$ cat src/rtl/kcl_pkg.sv
// Shared types and constants for the keypad code lock with servo drive.
// Used by the top level and by the port checker; depends on nothing.
package kcl_pkg;

	// Code and field widths.
	localparam int CODE_DIGITS = 4;
	localparam int DIGIT_W     = 4;
	localparam int CODE_W      = CODE_DIGITS * DIGIT_W;
	localparam int KEY_W       = 5;
	localparam int IDX_W       = $clog2(CODE_DIGITS);
	localparam int PWM_W       = 5;
	localparam int TICK_W      = 16;
	localparam int CFG_IDX_W   = 3;
	localparam int CFG_DATA_W  = 16;
	localparam int IN_W        = 8;
	localparam int OUT_W       = 48;

	// Configuration register indexes.
	localparam logic [CFG_IDX_W-1:0] CFG_KEY_PERIOD   = 3'd0;
	localparam logic [CFG_IDX_W-1:0] CFG_PAGE_PERIOD  = 3'd1;
	localparam logic [CFG_IDX_W-1:0] CFG_UNLOCK_TICKS = 3'd2;
	localparam logic [CFG_IDX_W-1:0] CFG_PWM_TOP      = 3'd3;
	localparam logic [CFG_IDX_W-1:0] CFG_OPEN_WIDTH   = 3'd4;
	localparam logic [CFG_IDX_W-1:0] CFG_CLOSED_WIDTH = 3'd5;

	// Configuration reset values.
	localparam logic [TICK_W-1:0] KEY_PERIOD_RST   = 16'd10;
	localparam logic [TICK_W-1:0] PAGE_PERIOD_RST  = 16'd1000;
	localparam logic [TICK_W-1:0] UNLOCK_TICKS_RST = 16'd1000;
	localparam logic [PWM_W-1:0]  PWM_TOP_RST      = 5'd20;
	localparam logic [PWM_W-1:0]  OPEN_WIDTH_RST   = 5'd2;
	localparam logic [PWM_W-1:0]  CLOSED_WIDTH_RST = 5'd1;

	// Keypad codes.
	localparam logic [KEY_W-1:0] KEY_ONE    = 5'd1;
	localparam logic [KEY_W-1:0] KEY_ZERO   = 5'd10;
	localparam logic [KEY_W-1:0] KEY_MODE   = 5'd13;
	localparam logic [KEY_W-1:0] KEY_TARGET = 5'd14;

	// Digit values; the first digit sits in the low nibble.
	localparam logic [DIGIT_W-1:0] DIGIT_ZERO     = 4'd0;
	localparam logic [DIGIT_W-1:0] DIGIT_EMPTY    = 4'hF;
	localparam logic [CODE_W-1:0]  EMPTY_ENTRY    = {CODE_DIGITS{DIGIT_EMPTY}};
	localparam logic [CODE_W-1:0]  USER_CODE_RST  = 16'h4321;
	localparam logic [CODE_W-1:0]  MASTER_CODE_RST = 16'h1234;

	// One result item as it travels on the output tdata, last field lowest.
	typedef struct packed {
		logic [5:0]        pad;
		logic [CODE_W-1:0] save_code;
		logic              save_target;
		logic              save_valid;
		logic [IDX_W-1:0]  entry_count;
		logic [CODE_W-1:0] entry_digits;
		logic              change_master;
		logic              master_mode;
		logic              admin_page;
		logic              door_open;
		logic              lock_drive;
		logic              servo_pulse;
	} result_t;

endpackage

$ cat src/rtl/keypad_code_lock_with_servo.sv
// Top level of the keypad code lock with servo drive.
// Uses kcl_pkg for widths, codes, reset values and the result layout.
//
// Channel   Direction  Payload (low bit first)
// s_axis    in         tdata[4:0] key_code, tdata[7:5] zero
// m_axis    out        tdata: servo_pulse, lock_drive, door_open, admin_page,
//                      master_mode, change_master, entry_digits[15:0],
//                      entry_count[1:0], save_valid, save_target,
//                      save_code[15:0], six zero bits
// cfg       in         cfg_we, cfg_index[2:0], cfg_data[15:0]
//
// Each tick item is processed combinationally: the lock state and the result
// register update together at the edge that accepts it, so one item per cycle while the output is not stalled.
// The result register decouples the sides: a new item is taken whenever the
// result register is empty or its item is taken in the same cycle.
// Reset (arst_n low) restores the power-up codes, flags, dividers and settings.
module keypad_code_lock_with_servo (
	input  logic                            clk,
	input  logic                            arst_n,
	input  logic                            cfg_we,
	input  logic [kcl_pkg::CFG_IDX_W-1:0]   cfg_index,
	input  logic [kcl_pkg::CFG_DATA_W-1:0]  cfg_data,
	input  logic                            s_axis_tvalid,
	output logic                            s_axis_tready,
	input  logic [kcl_pkg::IN_W-1:0]        s_axis_tdata,  // key_code[4:0], zero fill
	output logic                            m_axis_tvalid,
	input  logic                            m_axis_tready,
	output logic [kcl_pkg::OUT_W-1:0]       m_axis_tdata   // fields as in kcl_pkg::result_t
);

	// Configuration registers.
	logic [kcl_pkg::TICK_W-1:0] key_period_q, page_period_q, unlock_ticks_q;
	logic [kcl_pkg::PWM_W-1:0]  pwm_top_q, open_width_q, closed_width_q;

	// Lock state.
	logic [kcl_pkg::KEY_W-1:0]  prev_key_q, prev_key_n;
	logic [kcl_pkg::TICK_W-1:0] key_div_q, key_div_n, page_div_q, page_div_n;
	logic [kcl_pkg::CODE_W-1:0] entry_q, entry_n;
	logic [kcl_pkg::IDX_W-1:0]  idx_q, idx_n;
	logic [kcl_pkg::CODE_W-1:0] user_code_q, user_code_n, master_code_q, master_code_n;
	logic door_q, door_n, master_q, master_n, menter_q, menter_n;
	logic change_q, change_n, admin_q, admin_n, return_q, return_n;
	logic [kcl_pkg::TICK_W-1:0] timer_q, timer_n;
	logic [kcl_pkg::PWM_W-1:0]  pwm_q, pwm_n, width_q, width_n;
	logic servo_q, servo_n, lock_q, lock_n;

	// Per-item working signals.
	logic [kcl_pkg::KEY_W-1:0]  key, down;
	logic [kcl_pkg::PWM_W:0]    count;
	logic                       key_fire, page_fire, full;
	logic                       save_valid, save_target;
	logic [kcl_pkg::CODE_W-1:0] save_code;
	kcl_pkg::result_t           result;

	// Result register.
	logic                       out_valid_q;
	kcl_pkg::result_t           out_q;
	logic                       in_acc;

	assign key           = s_axis_tdata[kcl_pkg::KEY_W-1:0];
	assign s_axis_tready = !out_valid_q || m_axis_tready;
	assign in_acc        = s_axis_tvalid && s_axis_tready;
	assign m_axis_tvalid = out_valid_q;
	assign m_axis_tdata  = out_q;

	// Next state for one tick: servo step, then key step, then page step.
	always_comb begin
		prev_key_n    = prev_key_q;
		entry_n       = entry_q;
		idx_n         = idx_q;
		user_code_n   = user_code_q;
		master_code_n = master_code_q;
		door_n        = door_q;
		master_n      = master_q;
		menter_n      = menter_q;
		change_n      = change_q;
		admin_n       = admin_q;
		return_n      = return_q;
		timer_n       = timer_q;
		width_n       = width_q;
		lock_n        = lock_q;
		save_valid    = 1'b0;
		save_target   = 1'b0;
		save_code     = '0;
		full          = 1'b0;

		// Servo step: the open timer runs while the door is open.
		count = {1'b0, pwm_q} + 6'd1;
		if (door_q) begin
			timer_n = timer_q + 16'd1;
			width_n = open_width_q;
			if (timer_n == unlock_ticks_q) begin
				width_n = closed_width_q;
				door_n  = 1'b0;
				timer_n = '0;
			end
		end
		servo_n = servo_q;
		if (count <= {1'b0, width_n}) begin
			servo_n = 1'b1;
		end else if (count <= {1'b0, pwm_top_q}) begin
			servo_n = 1'b0;
		end
		pwm_n = (count > {1'b0, pwm_top_q}) ? '0 : count[kcl_pkg::PWM_W-1:0];

		// Step dividers; a period of zero fires on every tick.
		key_fire   = (key_div_q <= 16'd1);
		key_div_n  = key_fire ? key_period_q : key_div_q - 16'd1;
		page_fire  = (page_div_q <= 16'd1);
		page_div_n = page_fire ? page_period_q : page_div_q - 16'd1;

		// Key step: act on bits that rose since the last sample.
		down = key & (key ^ prev_key_q);
		if (key_fire) begin
			prev_key_n = key;
			if (down == kcl_pkg::KEY_MODE) begin
				master_n = !master_q;
			end
			if (down == kcl_pkg::KEY_TARGET) begin
				change_n = !change_q;
			end
			if (down >= kcl_pkg::KEY_ONE && down <= kcl_pkg::KEY_ZERO) begin
				entry_n[{idx_q, 2'b00} +: kcl_pkg::DIGIT_W] = (down == kcl_pkg::KEY_ZERO) ?
					kcl_pkg::DIGIT_ZERO : down[kcl_pkg::DIGIT_W-1:0];
				if (idx_q == kcl_pkg::IDX_W'(kcl_pkg::CODE_DIGITS - 1)) begin
					full = 1'b1;
				end else begin
					idx_n = idx_q + 1'b1;
				end
			end
			// A complete entry is checked on the main page or stored on the admin page.
			if (full) begin
				if (!admin_q) begin
					if (!master_n) begin
						door_n = (entry_n == user_code_q);
					end else begin
						menter_n = (entry_n == master_code_q);
					end
				end else begin
					if (change_n) begin
						master_code_n = entry_n;
					end else begin
						user_code_n = entry_n;
					end
					save_valid  = 1'b1;
					save_target = change_n;
					save_code   = entry_n;
					return_n    = 1'b1;
				end
				entry_n = kcl_pkg::EMPTY_ENTRY;
				idx_n   = '0;
			end
		end

		// Page step: lock output and page changes; the entry index is kept.
		if (page_fire) begin
			if (!admin_n) begin
				lock_n = !door_n;
				if (master_n && menter_n) begin
					entry_n  = kcl_pkg::EMPTY_ENTRY;
					door_n   = 1'b0;
					master_n = 1'b0;
					menter_n = 1'b0;
					change_n = 1'b0;
					admin_n  = 1'b1;
					return_n = 1'b0;
				end
			end else if (return_n) begin
				entry_n  = kcl_pkg::EMPTY_ENTRY;
				door_n   = 1'b0;
				master_n = 1'b0;
				menter_n = 1'b0;
				change_n = 1'b0;
				admin_n  = 1'b0;
				return_n = 1'b0;
			end
		end

		// Assemble the result item.
		result               = '0;
		result.servo_pulse   = servo_n;
		result.lock_drive    = lock_n;
		result.door_open     = door_n;
		result.admin_page    = admin_n;
		result.master_mode   = master_n;
		result.change_master = change_n;
		result.entry_digits  = entry_n;
		result.entry_count   = idx_n;
		result.save_valid    = save_valid;
		result.save_target   = save_target;
		result.save_code     = save_code;
	end

	// Configuration writes; indexes past the list are ignored.
	always_ff @(posedge clk or negedge arst_n) begin
		if (!arst_n) begin
			key_period_q   <= kcl_pkg::KEY_PERIOD_RST;
			page_period_q  <= kcl_pkg::PAGE_PERIOD_RST;
			unlock_ticks_q <= kcl_pkg::UNLOCK_TICKS_RST;
			pwm_top_q      <= kcl_pkg::PWM_TOP_RST;
			open_width_q   <= kcl_pkg::OPEN_WIDTH_RST;
			closed_width_q <= kcl_pkg::CLOSED_WIDTH_RST;
		end else if (cfg_we) begin
			case (cfg_index)
				kcl_pkg::CFG_KEY_PERIOD:   key_period_q   <= cfg_data;
				kcl_pkg::CFG_PAGE_PERIOD:  page_period_q  <= cfg_data;
				kcl_pkg::CFG_UNLOCK_TICKS: unlock_ticks_q <= cfg_data;
				kcl_pkg::CFG_PWM_TOP:      pwm_top_q      <= cfg_data[kcl_pkg::PWM_W-1:0];
				kcl_pkg::CFG_OPEN_WIDTH:   open_width_q   <= cfg_data[kcl_pkg::PWM_W-1:0];
				kcl_pkg::CFG_CLOSED_WIDTH: closed_width_q <= cfg_data[kcl_pkg::PWM_W-1:0];
				default: begin
				end
			endcase
		end
	end

	// Lock state advances once per accepted item.
	always_ff @(posedge clk or negedge arst_n) begin
		if (!arst_n) begin
			prev_key_q    <= '0;
			key_div_q     <= kcl_pkg::KEY_PERIOD_RST;
			page_div_q    <= kcl_pkg::PAGE_PERIOD_RST;
			entry_q       <= kcl_pkg::EMPTY_ENTRY;
			idx_q         <= '0;
			user_code_q   <= kcl_pkg::USER_CODE_RST;
			master_code_q <= kcl_pkg::MASTER_CODE_RST;
			door_q        <= 1'b0;
			master_q      <= 1'b0;
			menter_q      <= 1'b0;
			change_q      <= 1'b0;
			admin_q       <= 1'b0;
			return_q      <= 1'b0;
			timer_q       <= '0;
			pwm_q         <= '0;
			width_q       <= kcl_pkg::CLOSED_WIDTH_RST;
			servo_q       <= 1'b0;
			lock_q        <= 1'b1;
		end else if (in_acc) begin
			prev_key_q    <= prev_key_n;
			key_div_q     <= key_div_n;
			page_div_q    <= page_div_n;
			entry_q       <= entry_n;
			idx_q         <= idx_n;
			user_code_q   <= user_code_n;
			master_code_q <= master_code_n;
			door_q        <= door_n;
			master_q      <= master_n;
			menter_q      <= menter_n;
			change_q      <= change_n;
			admin_q       <= admin_n;
			return_q      <= return_n;
			timer_q       <= timer_n;
			pwm_q         <= pwm_n;
			width_q       <= width_n;
			servo_q       <= servo_n;
			lock_q        <= lock_n;
		end
	end

	// Result valid flag.
	always_ff @(posedge clk or negedge arst_n) begin
		if (!arst_n) begin
			out_valid_q <= 1'b0;
		end else if (in_acc) begin
			out_valid_q <= 1'b1;
		end else if (m_axis_tready) begin
			out_valid_q <= 1'b0;
		end
	end

	// Result payload, loaded with each accepted item.
	always_ff @(posedge clk) begin
		if (in_acc) begin
			out_q <= result;
		end
	end

endmodule

$ cat config.mk
export PLATFORM = sky130hd
export DESIGN_NAME = keypad_code_lock_with_servo
export DESIGN_NICKNAME = d
export VERILOG_FILES = /design/src/rtl/kcl_pkg.sv /design/src/rtl/keypad_code_lock_with_servo.sv
export SDC_FILE = /design/constraint.sdc
export NUM_CORES = 1
export LEC_CHECK = 0
export BUFFER_PORTS_ARGS = -buffer_cell sky130_fd_sc_hd__buf_4
export CAP_MARGIN = 40
export CELL_PAD_IN_SITES_DETAIL_PLACEMENT = 1
export CELL_PAD_IN_SITES_GLOBAL_PLACEMENT = 2
export CORE_ASPECT_RATIO = 2
export CORE_UTILIZATION = 40
export DETAILED_ROUTE_END_ITERATION = 6
export GPL_TIMING_DRIVEN = 0
export PLACE_DENSITY = 0.91
export SYNTH_ARGS = -nofsm -noshare
export SYNTH_HDL_FRONTEND = slang
export SYNTH_SLANG_ARGS = --single-unit
$ cat constraint.sdc
create_clock -name clk -period 4.8 [get_ports clk]
set_input_delay 0.24 -clock clk [delete_from_list [all_inputs] [get_ports clk]]
set_output_delay 0.24 -clock clk [all_outputs]
set_load 0.01 [all_outputs]
==> results.md <==
- Fmax: 225.8 MHz
- Synth Area in XOR/XNOR: slightly above 4%
- Main combinational cell family by area after synthesis: simple AND/OR/NAND/NOR gates
- DP HPWL: 27,190 µm
- Chip width: 123.7 µm
- Number of synthesized register bits: 227
- Number of enable flip-flop cells after synthesis: 42
- RSZ-0062 raised after global routing: no
- Die height: approximately 250 µm
- Clk buf depth: 3
- Status: finished clean
- Critical Path RT: between 5 and 6 ns
- CTS root buf: clkbuf_16
- Clock sinks: 227
- Largest net degree at the start of global routing: 119
- Setup Crit Path Kind: flop to flop
- Area growth syn-to-layout: 18.50%
- FFs w/ async S/R, synth: between 80% and 90%
- Tcrit/Tclk final: 92.24%
- Post-Place Cells: ~1,600
- Pwr dens: around 380 nW/µm²
- CTS tree: yes
- First-pass GRT wire length: 57,260 µm
- CP Capture Type: flop
- Post-Synthesis Cells: 1,168
- Share of cells above drive strength 1: 24.43%
- Gpl congestion: slightly below 0.9
- Max Cap Violations: 0
- Iteration-0 DRC Markers: 295
- DRC: 0
- Worst slack, placed: -0.7095 ns
- Seq/Total Area, Yosys: 50.26%
- Cell Area, Synth: 11,860 µm²
- Crit path DAT: 4.90 ns
- Netlist cell types: 82
- Most common cell after layout, fill and taps aside: o21ai_0
- Clk_skew: 0.01910 ns
- Core area: 28,960 µm²
- Final worst slack: 0.3723 ns
- Die area: 30,370 µm²
- CP startpoint kind: flop
- I/O pin total: 82
- Maximum vdd drop: roughly 300 µV
- I/O Buffers: 72
- Grt total ovfl: 0
- Peak fanout along the critical path: 11
- Vias in the first global route: 10,570
- Ant. Diodes: 0
- Vias: 9,442
- TritonCTS buffer count: 22
- Hold Violations, Final: 0
- Reg clk slew, reported paths: 0.07 ns
- Synth Area in Adders: under 10%
- Initial Util: around 41%
- Synth warn: 0
- Final nets: ~1,400
- Mean Syn Cell Area: 10.15 µm²
- Slew headroom: 43.63%
- Synth Area in Compound Gates: 14.26%
- Hold crit path type: input pin to flop
- Gr usage total: 24.91%
- Mux share of post-synthesis cell area: 8.507%
- Vias/cell: 5.627
- Most frequent cells in the layout: o21ai_0 (135), dfrtp_1 (128), nand2_1 (107)
- Antenna viol nets, final: 0
- Fin cells: about 1,700
- Htree depth: 1
- Max-slew violation count: 0
- Tmin final: 4.428 ns
- Post-Route WL: 35,810 µm
- Final setup violation count: 0
- Pleak: ~5.6 nW
- DP Area: 12,990 µm²
- Clk Latency, worst-skew pair: approximately 0.54 ns
- Initial antenna violation count: 0
- Row cnt: 88
- Design area: 14,050 µm²
- Area share of and/or/nand/nor cells after synthesis: roughly 17%
- DR pass1 iterations: 4
- Ys flop type: dfrtp_1
- Worst slew pin tran: 0.8292 ns
- Routed WL per cell: 21.34 µm
## kinds of logic (layout without fill, tap and decap cells)
kind of cell	count (synthesis)	after routing
AOI/OAI and AO/OA	280	280
xor gates and xnor gates	55	55
DFF	227	227
buffers and inverters	98	243
adders and majority gates	21	21
and+or+nand+nor	396	396
other	1	6
muxes	90	90
## synthesized netlist by cell type, types with 4 or more instances
library cell	count	share of area, %
buf_2	5	0.21
nor4b_1	4	0.30
o21ai_0	136	5.7
nand4_1	6	0.32
nand2b_1	13	0.69
a22oi_1	7	0.44
nor2b_1	13	0.69
nor3_1	30	1.3
or3_1	9	0.47
o211ai_1	4	0.25
or2_1	8	0.42
o22ai_1	9	0.47
mux2_2	70	6.6
or4_1	6	0.38
xor2_1	16	1.2
dfrtp_1	131	28
a31oi_1	8	0.42
dfstp_2	54	12
buf_1	6	0.19
xnor2_1	39	2.9
buf_4	8	0.51
inv_1	31	0.98
nor2_1	103	3.3
nor4_1	10	0.53
and3_1	6	0.32
edfxtp_1	42	11
o31ai_1	16	1.0
nand2_1	107	3.4
nand3_1	42	1.8
clkbuf_1	43	1.4
a21oi_1	56	2.4
or2_2	6	0.32
o2111ai_1	4	0.30
a21oi_2	11	0.81
ha_1	21	2.2
and2_1	5	0.26
mux2i_1	17	1.4
## per-layer routing
layer | GRT usage (%) | up-vias | share of wire, %
li1 | - | 4409 | -
met4 | 14.85 | 0 | 6.4
met5 | 0 | - | 0
met2 | 49.53 | 182 | 59
met3 | 2.296 | 94 | 2.2
met1 | 23.36 | 4757 | 33
## worst paths after layout
kind                                from               end  slack, ns  depth (start not counted)
min                        m_axis_tready     m_axis_tvalid       0.02                          3
max reg2reg                   timer_q[5]           servo_q       0.37                         24
min reg2reg                      servo_q           servo_q       0.48                          2
min in group asynchronous         arst_n   open_width_q[3]       0.26                          2
max in group asynchronous         arst_n  key_period_q[12]       3.53                          3
max                           timer_q[5]           servo_q       0.37                         24
## worst max-delay path, stage by stage, from the launching register on
cell	delay [ns]
dfrtp_1	0.32
buf_2	0.20
nand4_1	0.23
buf_4	0.24
buf_4	0.14
nor2_1	0.16
nand2_1	0.12
xnor2_1	0.18
nor3_1	0.15
a31oi_1	0.12
nor4_4	0.31
buf_4	0.29
mux2i_2	0.25
nand2_1	0.07
o21ai_0	0.18
ha_1	0.32
nor2b_1	0.14
o21a_1	0.15
o21ai_0	0.17
nand2b_1	0.08
a21oi_1	0.14
a31oi_1	0.06
o21ai_1	0.17
nand2_1	0.08
nand2_1	0.09
## registers in the layout (all words and copies together) (netlist names), 5 cells and up
name	cells
closed_width_q	5
entry_q	16
key_div_q	16
key_period_q	16
m_axis_tdata	42
master_code_q	16
open_width_q	5
page_div_q	16
page_period_q	16
prev_key_q	5
pwm_q	5
pwm_top_q	5
timer_q	16
unlock_ticks_q	16
user_code_q	16
width_q	5
## per-stage QoR
step	power, W	setup TNS, ns	hold WS [ns]	util (%)
final	0.005328	0	0.02194	48.51
after global routing	0.005576	0	0.01682	48.51
after CTS	0.005374	0	0.005827	48.39
after detailed placement	0.003471	-1.367	0.2392	44.85
after global placement	0.003390	-1.870	0.4431	44.43
after floorplan	0.003084	0	-0.05559	-
## power breakdown
part	switching [W]	internal, W
clock	0.000794	0.00108
sequential	0.000199	0.00224
combinational	0.000568	0.000451
total	0.00156	0.00377
## repair_timing
item,in CTS,in global routing
pin swaps,1,1
hold endpoints to repair,93,0
hold buffers,20,0
gates resized for setup,5,12
buffers inserted,5,1
setup endpoints to repair,2,2
## cell type report
class,instances,area [µm²]
buffer,62,302.8
clock buffer,28,614.3
clock inverter,12,150.1
fill,3219,14910
inverter,32,120.1
multi-input combinational,848,5549
sequential,227,5962
tap,360,450.4
timing repair buffer,109,899.6
Note: power is estimated with default switching activity, not from simulation.
